**src/hw/rtl/stq_pkg.sv**
```systemverilog
// Shared types and constants of the sorted timer queue.
`default_nettype none
package stq_pkg;

  localparam int CAPACITY_DEF  = 16;
  localparam int TICK_BITS_DEF = 32;
  localparam int MAX_RESULTS   = 16;
  localparam int DRAIN_W       = $clog2(MAX_RESULTS);
  localparam int DELAY_W       = 32;
  localparam int ID_W          = 32;
  localparam int TAG_W         = 8;
  localparam int DL_OUT_W      = 32;

  typedef enum logic [1:0] {
    KIND_ACCEPT = 2'd0,
    KIND_REJECT = 2'd1,
    KIND_EXPIRE = 2'd2
  } kind_e;

  typedef struct packed {
    logic capture;
    logic tick_inc;
    logic arm_commit;
    logic drain_clear;
    logic drain_pop;
  } cmd_t;

  typedef struct packed {
    logic out_free;
    logic head_due;
    logic pop_last;
  } status_t;

endpackage
`default_nettype wire

```
**src/hw/rtl/stq_ctrl.sv**
```systemverilog
// Controller state machine of the sorted timer queue.
`default_nettype none
module stq_ctrl (
  input  wire              clk_i,
  input  wire              rst_ni,
  input  wire              in_valid_i,
  input  wire              mode_i,
  output logic             in_ready_o,
  input  stq_pkg::status_t status_i,
  output stq_pkg::cmd_t    cmd_o
);

  typedef enum logic [2:0] {
    ST_IDLE  = 3'b001,
    ST_ARM   = 3'b010,
    ST_DRAIN = 3'b100
  } state_e;

  state_e state_q, state_d;

  always_comb begin
    state_d    = state_q;
    cmd_o      = '0;
    in_ready_o = 1'b0;
    case (state_q)
      ST_IDLE: begin
        in_ready_o = 1'b1;
        if (in_valid_i) begin
          cmd_o.capture = 1'b1;
          if (mode_i) begin
            cmd_o.tick_inc    = 1'b1;
            cmd_o.drain_clear = 1'b1;
            state_d           = ST_DRAIN;
          end else begin
            state_d = ST_ARM;
          end
        end
      end
      ST_ARM: begin
        if (status_i.out_free) begin
          cmd_o.arm_commit = 1'b1;
          state_d          = ST_IDLE;
        end
      end
      ST_DRAIN: begin
        if (!status_i.head_due) begin
          state_d = ST_IDLE;
        end else if (status_i.out_free) begin
          cmd_o.drain_pop = 1'b1;
          if (status_i.pop_last) state_d = ST_IDLE;
        end
      end
      default: state_d = ST_IDLE;
    endcase
  end

  always_ff @(posedge clk_i or negedge rst_ni) begin
    if (!rst_ni) state_q <= ST_IDLE;
    else         state_q <= state_d;
  end

endmodule
`default_nettype wire

```
**src/hw/rtl/stq_datapath.sv**
```systemverilog
// Datapath of the sorted timer queue: tick counter, sorted entry cells, result register.
`default_nettype none
module stq_datapath #(
  parameter int CAPACITY  = stq_pkg::CAPACITY_DEF,
  parameter int TICK_BITS = stq_pkg::TICK_BITS_DEF
) (
  input  wire                          clk_i,
  input  wire                          rst_ni,
  input  wire [stq_pkg::DELAY_W-1:0]   delay_i,
  input  wire [stq_pkg::ID_W-1:0]      timer_ident_i,
  input  wire [stq_pkg::TAG_W-1:0]     handler_tag_i,
  input  stq_pkg::cmd_t                cmd_i,
  output stq_pkg::status_t             status_o,
  input  wire                          out_ready_i,
  output logic                         out_valid_o,
  output logic [1:0]                   kind_o,
  output logic [stq_pkg::ID_W-1:0]     expired_ident_o,
  output logic [stq_pkg::DL_OUT_W-1:0] deadline_o,
  output logic [stq_pkg::TAG_W-1:0]    callback_tag_o,
  output logic                         has_callback_o,
  output logic                         last_o
);

  localparam int CNT_W = $clog2(CAPACITY + 1);
  localparam int SUM_W = (TICK_BITS > stq_pkg::DELAY_W) ? TICK_BITS : stq_pkg::DELAY_W;

  logic [TICK_BITS-1:0]        tick_q;
  logic [TICK_BITS-1:0]        arm_dl_q;
  logic [stq_pkg::ID_W-1:0]    arm_id_q;
  logic [stq_pkg::TAG_W-1:0]   arm_tag_q;
  logic [TICK_BITS-1:0]        ent_dl_q  [CAPACITY];
  logic [stq_pkg::ID_W-1:0]    ent_id_q  [CAPACITY];
  logic [stq_pkg::TAG_W-1:0]   ent_tag_q [CAPACITY];
  logic [CNT_W-1:0]            cnt_q;
  logic [stq_pkg::DRAIN_W-1:0] drn_q;

  logic                        out_valid_q;
  stq_pkg::kind_e              out_kind_q;
  logic [stq_pkg::ID_W-1:0]    out_id_q;
  logic [TICK_BITS-1:0]        out_dl_q;
  logic [stq_pkg::TAG_W-1:0]   out_tag_q;
  logic                        out_last_q;

  logic [SUM_W-1:0]    sum;
  logic [CAPACITY-1:0] gt;
  logic [CAPACITY-1:0] gt_prev;
  logic                full;
  logic                insert;
  logic                next_due;

  assign sum     = SUM_W'(tick_q) + SUM_W'(delay_i);
  assign full    = (cnt_q == CNT_W'(CAPACITY));
  assign insert  = cmd_i.arm_commit && !full;
  assign gt_prev = {gt[CAPACITY-2:0], 1'b0};

  // gt: entry sorts after the pending arm (or is empty); a suffix of the table
  for (genvar g = 0; g < CAPACITY; g++) begin : g_cell
    logic [TICK_BITS-1:0]      prev_dl, next_dl;
    logic [stq_pkg::ID_W-1:0]  prev_id, next_id;
    logic [stq_pkg::TAG_W-1:0] prev_tag, next_tag;

    assign gt[g] = !((CNT_W'(g) < cnt_q) && (ent_dl_q[g] <= arm_dl_q));

    if (g == 0) begin : g_first
      assign prev_dl  = arm_dl_q;
      assign prev_id  = arm_id_q;
      assign prev_tag = arm_tag_q;
    end else begin : g_mid
      assign prev_dl  = ent_dl_q[g-1];
      assign prev_id  = ent_id_q[g-1];
      assign prev_tag = ent_tag_q[g-1];
    end

    if (g == CAPACITY - 1) begin : g_tail
      assign next_dl  = ent_dl_q[g];
      assign next_id  = ent_id_q[g];
      assign next_tag = ent_tag_q[g];
    end else begin : g_body
      assign next_dl  = ent_dl_q[g+1];
      assign next_id  = ent_id_q[g+1];
      assign next_tag = ent_tag_q[g+1];
    end

    always_ff @(posedge clk_i) begin
      if (insert && gt[g]) begin
        if (!gt_prev[g]) begin
          ent_dl_q[g]  <= arm_dl_q;
          ent_id_q[g]  <= arm_id_q;
          ent_tag_q[g] <= arm_tag_q;
        end else begin
          ent_dl_q[g]  <= prev_dl;
          ent_id_q[g]  <= prev_id;
          ent_tag_q[g] <= prev_tag;
        end
      end else if (cmd_i.drain_pop) begin
        ent_dl_q[g]  <= next_dl;
        ent_id_q[g]  <= next_id;
        ent_tag_q[g] <= next_tag;
      end
    end
  end

  assign next_due          = (cnt_q > CNT_W'(1)) && (ent_dl_q[1] <= tick_q);
  assign status_o.out_free = !out_valid_q || out_ready_i;
  assign status_o.head_due = (cnt_q != '0) && (ent_dl_q[0] <= tick_q);
  assign status_o.pop_last = !next_due ||
                             (drn_q == stq_pkg::DRAIN_W'(stq_pkg::MAX_RESULTS - 1));

  always_ff @(posedge clk_i) begin
    if (cmd_i.capture) begin
      arm_dl_q  <= sum[TICK_BITS-1:0];
      arm_id_q  <= timer_ident_i;
      arm_tag_q <= handler_tag_i;
    end
    if (cmd_i.drain_clear)    drn_q <= '0;
    else if (cmd_i.drain_pop) drn_q <= drn_q + stq_pkg::DRAIN_W'(1);
  end

  always_ff @(posedge clk_i or negedge rst_ni) begin
    if (!rst_ni) begin
      tick_q      <= '0;
      cnt_q       <= '0;
      out_valid_q <= 1'b0;
    end else begin
      if (cmd_i.tick_inc) tick_q <= tick_q + TICK_BITS'(1);
      if (insert)               cnt_q <= cnt_q + CNT_W'(1);
      else if (cmd_i.drain_pop) cnt_q <= cnt_q - CNT_W'(1);
      if (cmd_i.arm_commit || cmd_i.drain_pop) out_valid_q <= 1'b1;
      else if (out_ready_i)                    out_valid_q <= 1'b0;
    end
  end

  always_ff @(posedge clk_i) begin
    if (cmd_i.arm_commit) begin
      out_kind_q <= full ? stq_pkg::KIND_REJECT : stq_pkg::KIND_ACCEPT;
      out_id_q   <= arm_id_q;
      out_dl_q   <= arm_dl_q;
      out_tag_q  <= arm_tag_q;
      out_last_q <= 1'b1;
    end else if (cmd_i.drain_pop) begin
      out_kind_q <= stq_pkg::KIND_EXPIRE;
      out_id_q   <= ent_id_q[0];
      out_dl_q   <= ent_dl_q[0];
      out_tag_q  <= ent_tag_q[0];
      out_last_q <= status_o.pop_last;
    end
  end

  assign out_valid_o     = out_valid_q;
  assign kind_o          = out_kind_q;
  assign expired_ident_o = out_id_q;
  assign deadline_o      = stq_pkg::DL_OUT_W'(out_dl_q);
  assign callback_tag_o  = out_tag_q;
  assign has_callback_o  = (out_tag_q != '0);
  assign last_o          = out_last_q;

endmodule
`default_nettype wire

```
**src/hw/rtl/sorted_software_timer_queue.sv**
```systemverilog
// Top level of the sorted timer queue: controller plus datapath.
//
//  channel | direction | handshake               | payload
//  in      | input     | in_valid_i / in_ready_o | mode, delay, timer_ident, handler_tag
//  out     | output    | out_valid_o/out_ready_i | kind, expired_ident, deadline, callback_tag,
//          |           |                         | has_callback, last
//
// Arm: accept, then insert; the insert compares all entry cells in parallel.
// Tick: accept, then a pop per expired entry up to MAX_RESULTS; one pop a cycle while out is free.
// One item at a time; in_ready_o is high only while the controller is idle.
// A full result register stalls the insert or pop until out_ready_i takes it.
// Reset clears the tick counter, entry count and result valid; no clearing pass.
`default_nettype none
module sorted_software_timer_queue #(
  parameter int CAPACITY  = stq_pkg::CAPACITY_DEF,
  parameter int TICK_BITS = stq_pkg::TICK_BITS_DEF
) (
  input  wire                          clk_i,
  input  wire                          rst_ni,
  input  wire                          in_valid_i,
  output logic                         in_ready_o,
  input  wire                          mode_i,
  input  wire [stq_pkg::DELAY_W-1:0]   delay_i,
  input  wire [stq_pkg::ID_W-1:0]      timer_ident_i,
  input  wire [stq_pkg::TAG_W-1:0]     handler_tag_i,
  output logic                         out_valid_o,
  input  wire                          out_ready_i,
  output logic [1:0]                   kind_o,
  output logic [stq_pkg::ID_W-1:0]     expired_ident_o,
  output logic [stq_pkg::DL_OUT_W-1:0] deadline_o,
  output logic [stq_pkg::TAG_W-1:0]    callback_tag_o,
  output logic                         has_callback_o,
  output logic                         last_o
);

  stq_pkg::cmd_t    cmd;
  stq_pkg::status_t status;

  stq_ctrl u_ctrl (
    .clk_i      (clk_i),
    .rst_ni     (rst_ni),
    .in_valid_i (in_valid_i),
    .mode_i     (mode_i),
    .in_ready_o (in_ready_o),
    .status_i   (status),
    .cmd_o      (cmd)
  );

  stq_datapath #(
    .CAPACITY  (CAPACITY),
    .TICK_BITS (TICK_BITS)
  ) u_datapath (
    .clk_i           (clk_i),
    .rst_ni          (rst_ni),
    .delay_i         (delay_i),
    .timer_ident_i   (timer_ident_i),
    .handler_tag_i   (handler_tag_i),
    .cmd_i           (cmd),
    .status_o        (status),
    .out_ready_i     (out_ready_i),
    .out_valid_o     (out_valid_o),
    .kind_o          (kind_o),
    .expired_ident_o (expired_ident_o),
    .deadline_o      (deadline_o),
    .callback_tag_o  (callback_tag_o),
    .has_callback_o  (has_callback_o),
    .last_o          (last_o)
  );

endmodule
`default_nettype wire

```
**config.mk**
```make
export PLATFORM = sky130hd
export DESIGN_NAME = sorted_software_timer_queue
export DESIGN_NICKNAME = d
export VERILOG_FILES = /design/src/hw/rtl/stq_pkg.sv /design/src/hw/rtl/stq_ctrl.sv /design/src/hw/rtl/stq_datapath.sv /design/src/hw/rtl/sorted_software_timer_queue.sv
export SDC_FILE = /design/constraint.sdc
export NUM_CORES = 2
export LEC_CHECK = 0
export BUFFER_PORTS_ARGS = -buffer_cell sky130_fd_sc_hd__buf_4
export CORE_MARGIN = 1.5
export CORE_UTILIZATION = 60
export DETAILED_ROUTE_END_ITERATION = 10
export GPL_ROUTABILITY_DRIVEN = 0
export PLACE_DENSITY_LB_ADDON = 0.08
export SYNTH_ARGS = -nofsm -noshare
export SYNTH_HDL_FRONTEND = slang
export SYNTH_SLANG_ARGS = --single-unit
```
**constraint.sdc**
```tcl
create_clock -name clk_i -period 12 [get_ports clk_i]
set_input_delay 3.6 -clock clk_i [delete_from_list [all_inputs] [get_ports clk_i]]
set_output_delay 3.6 -clock clk_i [all_outputs]
set_load 0.005 [all_outputs]
```
==> results.txt <==
----------------------------------------------------
[Worst setup path]
  Category of the worst setup path capture point ... flip-flop
  Worst r2r src ... u_datapath.arm_dl_q[23]$_DFFE_PP_
  Startpoint class of the critical path ... primary input
  Maximum net fanout on the critical path ... slightly below 90
  Crit Path Class ... primary input to flip-flop
  WP data arrival ... roughly 7.7 ns
  Required arrival time at the worst endpoint ... approximately 13 ns
  Start point of the critical path ... out_ready_i

[Global route]
  Residual overflow from global routing ... 0
  Number of antenna violations at the first check in global routing ... 2
  Wire length of the first global-routing pass ... about 370000 um
  Vias in the first global route ... 58000
  Pin count of the biggest net entering global routing ... 214
  Overall fraction of global-route tracks in use ... between 30% and 40%

[Power and ir drop]
  Internal power ... about 9.5 mW
  Clock network power share ... between 30% and 40%
  Cell leakage power ... about 30 nW
  Switching power ... 4.54 mW
  Proportion of power drawn by combinational gates ... approximately 23%
  P per Cell Area ... approximately 170 nW/um2
  Switching fraction of total power ... approximately a third
  Worst IR Drop VDD ... about 0.00014 V
  Fraction of power consumed by sequential logic ... between 40 and 50%

[Clocking]
  Clock Tree Root ... sky130_fd_sc_hd__clkbuf_16
  Cts bufs inserted ... 150
  Clk Latency, worst-skew pair ... slightly above 0.8 ns
  # H-tree levels ... 4
  Buffers inserted during post-CTS setup optimization ... 0
  Clock-pin slew on the worst setup and hold paths ... around 0.06 ns
  Clock tree from TritonCTS ... yes
  Post-cts resize count ... 0
  Maximum clock path buffer count ... 3
  Count of hold-fix buffers inserted at cts ... 0
  Sink count of the clock tree ... roughly 1300

[Yosys]
  Number of flip-flops and latches in the synthesized netlist ... about 1300
  Net count after synthesis ... between 7000 and 8000
  Sequential cell area fraction in the yosys report ... 52.5%
  Synth Area per Inst ... between 10 and 15 um2
  Synth warnings ... 0
  Most common flop cell mapped by yosys ... sky130_fd_sc_hd__edfxtp_1
  Post-synth ARST share ... 3.05%
  Cell area after synthesis ... about 76000 um2
  EDFF count, synth ... about 1300
  Cells after Synth ... around 6400
  Library cells used by synthesis ... 81

[Drt]
  Drt pass-1 iters ... 9
  Vias per inst ... 7.47
  Number of vias after detailed routing ... 60800
  Number of nets with antenna violations after routing ... 0
  Routed Wire Length ... roughly 250000 um
  Violation count after the first detailed-route iteration ... 8888
  Detailed-route wire length per cell ... 30.7 um
  DRC ... 0

[Timing]
  Final max-slew violation count ... 0
  Time the final worst path needs with I/O delays and setup ... just over 7 ns
  Count of endpoints failing hold in the final timing report ... 0
  Transition time at the pin with the least slew margin ... 1.26 ns
  Accumulated negative setup slack ... 0 ns
  Fmax ... 0.139 GHz
  Final setup vio count ... 0
  Final clock skew ... around 0.026 ns
  RSZ-0062 raised after global routing ... false
  Post-route clock period utilization ... 59.8%
  Headroom to the max-slew limit ... ~16%
  Hold Worst Slack ... slightly below 0.5 ns

[Cells and area]
  Filler cell count in the final layout ... 9423
  Layout cell share with drive strength beyond 1 ... between 10% and 20%
  Final net count ... just over 7000
  Layout overhead on the synthesized area ... 9.56%

[Floorplanning]
  Overall die area ... approximately 130000 um2
  Number of placed I/O pins ... roughly 160
  Rows ... 130
  Horiz. Die Dim ... roughly 360 um
  Vertical die dimension ... between 300 and 400 um
  Core Area ... ~130000 um2
  Starting utilization of the core area ... ~61%

[Status]
  Outcome ... finished clean

[Worst hold path]
  Type of the tightest min-delay check ... flip-flop to flip-flop
  HP Start ... u_datapath.drn_q[1]$_SDFFE_PP0P_

[Flow run]
  MaxCap Viol Count ... 0

[Placed design]
  HPWL after detailed placement ... about 160000 um
  Number of port buffers ... approximately 150

----------------------------------------------------
[cells by family (layout without fill, tap and decap cells)]
logic type	count (synthesis)	after routing	share of synthesized area [%]
other	0	3	0
multiplexers	114	114	1.68
AO/OA/AOI/OAI	2095	2095	21.0
buffers and inverters	606	662	3.26
adder cells (fa/ha/maj)	613	613	10.0
flip-flops	1344	1344	52.5
XOR/XNOR	63	63	0.722
AND/OR/NAND/NOR	1591	1591	10.8
[worst paths after layout]
check / endpoint / slack (ns) / cells past startpoint
min: u_datapath.drn_q[1]$_SDFFE_PP0P_ / 0.48 / 2
max reg2reg: u_datapath.ent_id_q[1][106]$_DFFE_PP_ / 6.11 / 12
max in group asynchronous: u_datapath.cnt_q[1]$_DFFE_PN0P_ / 8.70 / 1
min reg2reg: u_datapath.drn_q[1]$_SDFFE_PP0P_ / 0.48 / 2
max: u_datapath.ent_dl_q[2][31]$_DFFE_PP_ / 4.82 / 10
min in group asynchronous: u_datapath.tick_q[23]$_DFFE_PN0P_ / 2.84 / 1
[placed cells by master (no fill, tap or decap), types with 54 or more instances in the layout]
cell type and instances:
sky130_fd_sc_hd__o21ai_0 200, sky130_fd_sc_hd__inv_1 107, sky130_fd_sc_hd__ha_1 612, sky130_fd_sc_hd__a21oi_1 257, sky130_fd_sc_hd__o21ai_1 140, sky130_fd_sc_hd__a32oi_1 374, sky130_fd_sc_hd__xnor2_1 54, sky130_fd_sc_hd__a221o_1 497
sky130_fd_sc_hd__and2_1 494, sky130_fd_sc_hd__mux2_2 106, sky130_fd_sc_hd__nand3_1 158, sky130_fd_sc_hd__nand2_1 530, sky130_fd_sc_hd__o31ai_1 156, sky130_fd_sc_hd__o211ai_1 251, sky130_fd_sc_hd__edfxtp_1 1298, sky130_fd_sc_hd__clkbuf_16 154
sky130_fd_sc_hd__nand4_1 137, sky130_fd_sc_hd__buf_4 273, sky130_fd_sc_hd__nor2_1 89
[layer usage]
metal / wire length, um / track usage [%] / vias up
li1: - / - / 26000
met1: 98300 / 52.9 / 29900
met2: 110000 / 56.6 / 4243
met3: 33000 / 9.87 / 612
met4: 8890 / 13.8 / 0
met5: 0 / 0 / -
[sequential cells by signal, indices dropped and copies added (netlist names)]
name	count
u_datapath.ent_dl_q	512
u_datapath.ent_id_q	512
u_datapath.arm_tag_q	8
u_datapath.tick_q	32
u_datapath.last_o	1
u_datapath.arm_id_q	32
u_datapath.ent_tag_q	128
u_datapath.drn_q	4
u_datapath.callback_tag_o	8
u_datapath.arm_dl_q	32
u_datapath.deadline_o	32
u_datapath.kind_o	2
u_ctrl.state_q	3
u_datapath.expired_ident_o	32
u_datapath.out_valid_o	1
u_datapath.cnt_q	5
[worst max-delay path, stage by stage]
cell,delay (ns)
sky130_fd_sc_hd__buf_4,0.08
sky130_fd_sc_hd__nand2b_1,0.33
sky130_fd_sc_hd__nand3_1,0.16
sky130_fd_sc_hd__buf_4,0.26
sky130_fd_sc_hd__a2111oi_0,0.45
sky130_fd_sc_hd__o31ai_1,0.27
sky130_fd_sc_hd__nand2_4,0.95
sky130_fd_sc_hd__and2_4,0.66
sky130_fd_sc_hd__buf_4,0.59
sky130_fd_sc_hd__o21ai_0,0.18
[cells in the mapped netlist, drive strengths merged (9+ instances only)]
| master | number | share of area (%) |
|---|---|---|
| edfxtp | 1298 | 51 |
| ha | 612 | 10 |
| nand2 | 540 | 2.7 |
| and2 | 501 | 4.1 |
| a221o | 500 | 6.6 |
| a32oi | 374 | 4.3 |
| o21ai | 344 | 2.3 |
| clkbuf | 311 | 1.5 |
| a21oi | 265 | 1.8 |
| o211ai | 251 | 2.5 |
| buf | 188 | 1.2 |
| nand3 | 159 | 1.0 |
| o31ai | 158 | 1.6 |
| nand4 | 137 | 1.1 |
| mux2 | 114 | 1.7 |
| inv | 107 | 0.53 |
| nor2 | 94 | 0.46 |
| xnor2 | 54 | 0.62 |
| a21o | 51 | 0.50 |
| dfrtp | 40 | 1.3 |
| nor3 | 39 | 0.28 |
| nor2b | 28 | 0.23 |
| nor4 | 26 | 0.23 |
| a211oi | 25 | 0.25 |
| and3 | 16 | 0.13 |
| o21a | 14 | 0.14 |
| a2111oi | 13 | 0.16 |
| a31oi | 11 | 0.090 |
| a211o | 10 | 0.11 |
| o21bai | 9 | 0.088 |
| xor2 | 9 | 0.10 |
[cell type report]
type,count,area [um2],area share (%)
clock inverter,86,801,0.957
multi-input combinational,4476,34200,40.9
inverter,107,402,0.480
sequential,1344,40100,47.9
antenna,3,7.51,0.00897
timing repair buffer,276,2100,2.51
clock buffer,193,4010,4.79
tap,1650,2060,2.47
[power groups by stage]
| stage | registers [mW] | logic [mW] | clock network (mW) |
|---|---|---|---|
| after floorplan | 6.04 | 2.11 | 0 |
| after global placement | 6.22 | 3.00 | 0 |
| after detailed placement | 6.23 | 3.13 | 0 |
| after CTS | 6.14 | 3.14 | 4.63 |
| after global routing | 6.19 | 3.47 | 4.79 |
| final | 6.17 | 3.23 | 4.61 |
[through the flow]
| stage | worst slack, ns | cell area (um2) | total power [mW] | std cells | utilization (%) |
|---|---|---|---|---|---|
| finish | 4.82 | 83700 | 14.0 | 8135 | 66.5 |
| global route | 4.71 | 83700 | 14.5 | 8132 | 66.5 |
| CTS | 4.96 | 83700 | 13.9 | 8131 | 66.5 |
| detailed placement | 4.13 | 78900 | 9.36 | 7852 | 62.6 |
| global placement | 4.20 | 78900 | 9.23 | 7852 | 62.6 |
| floorplan | 1.98 | 76400 | 8.16 | 6426 | - |
Note: power is estimated with default switching activity, not from simulation.
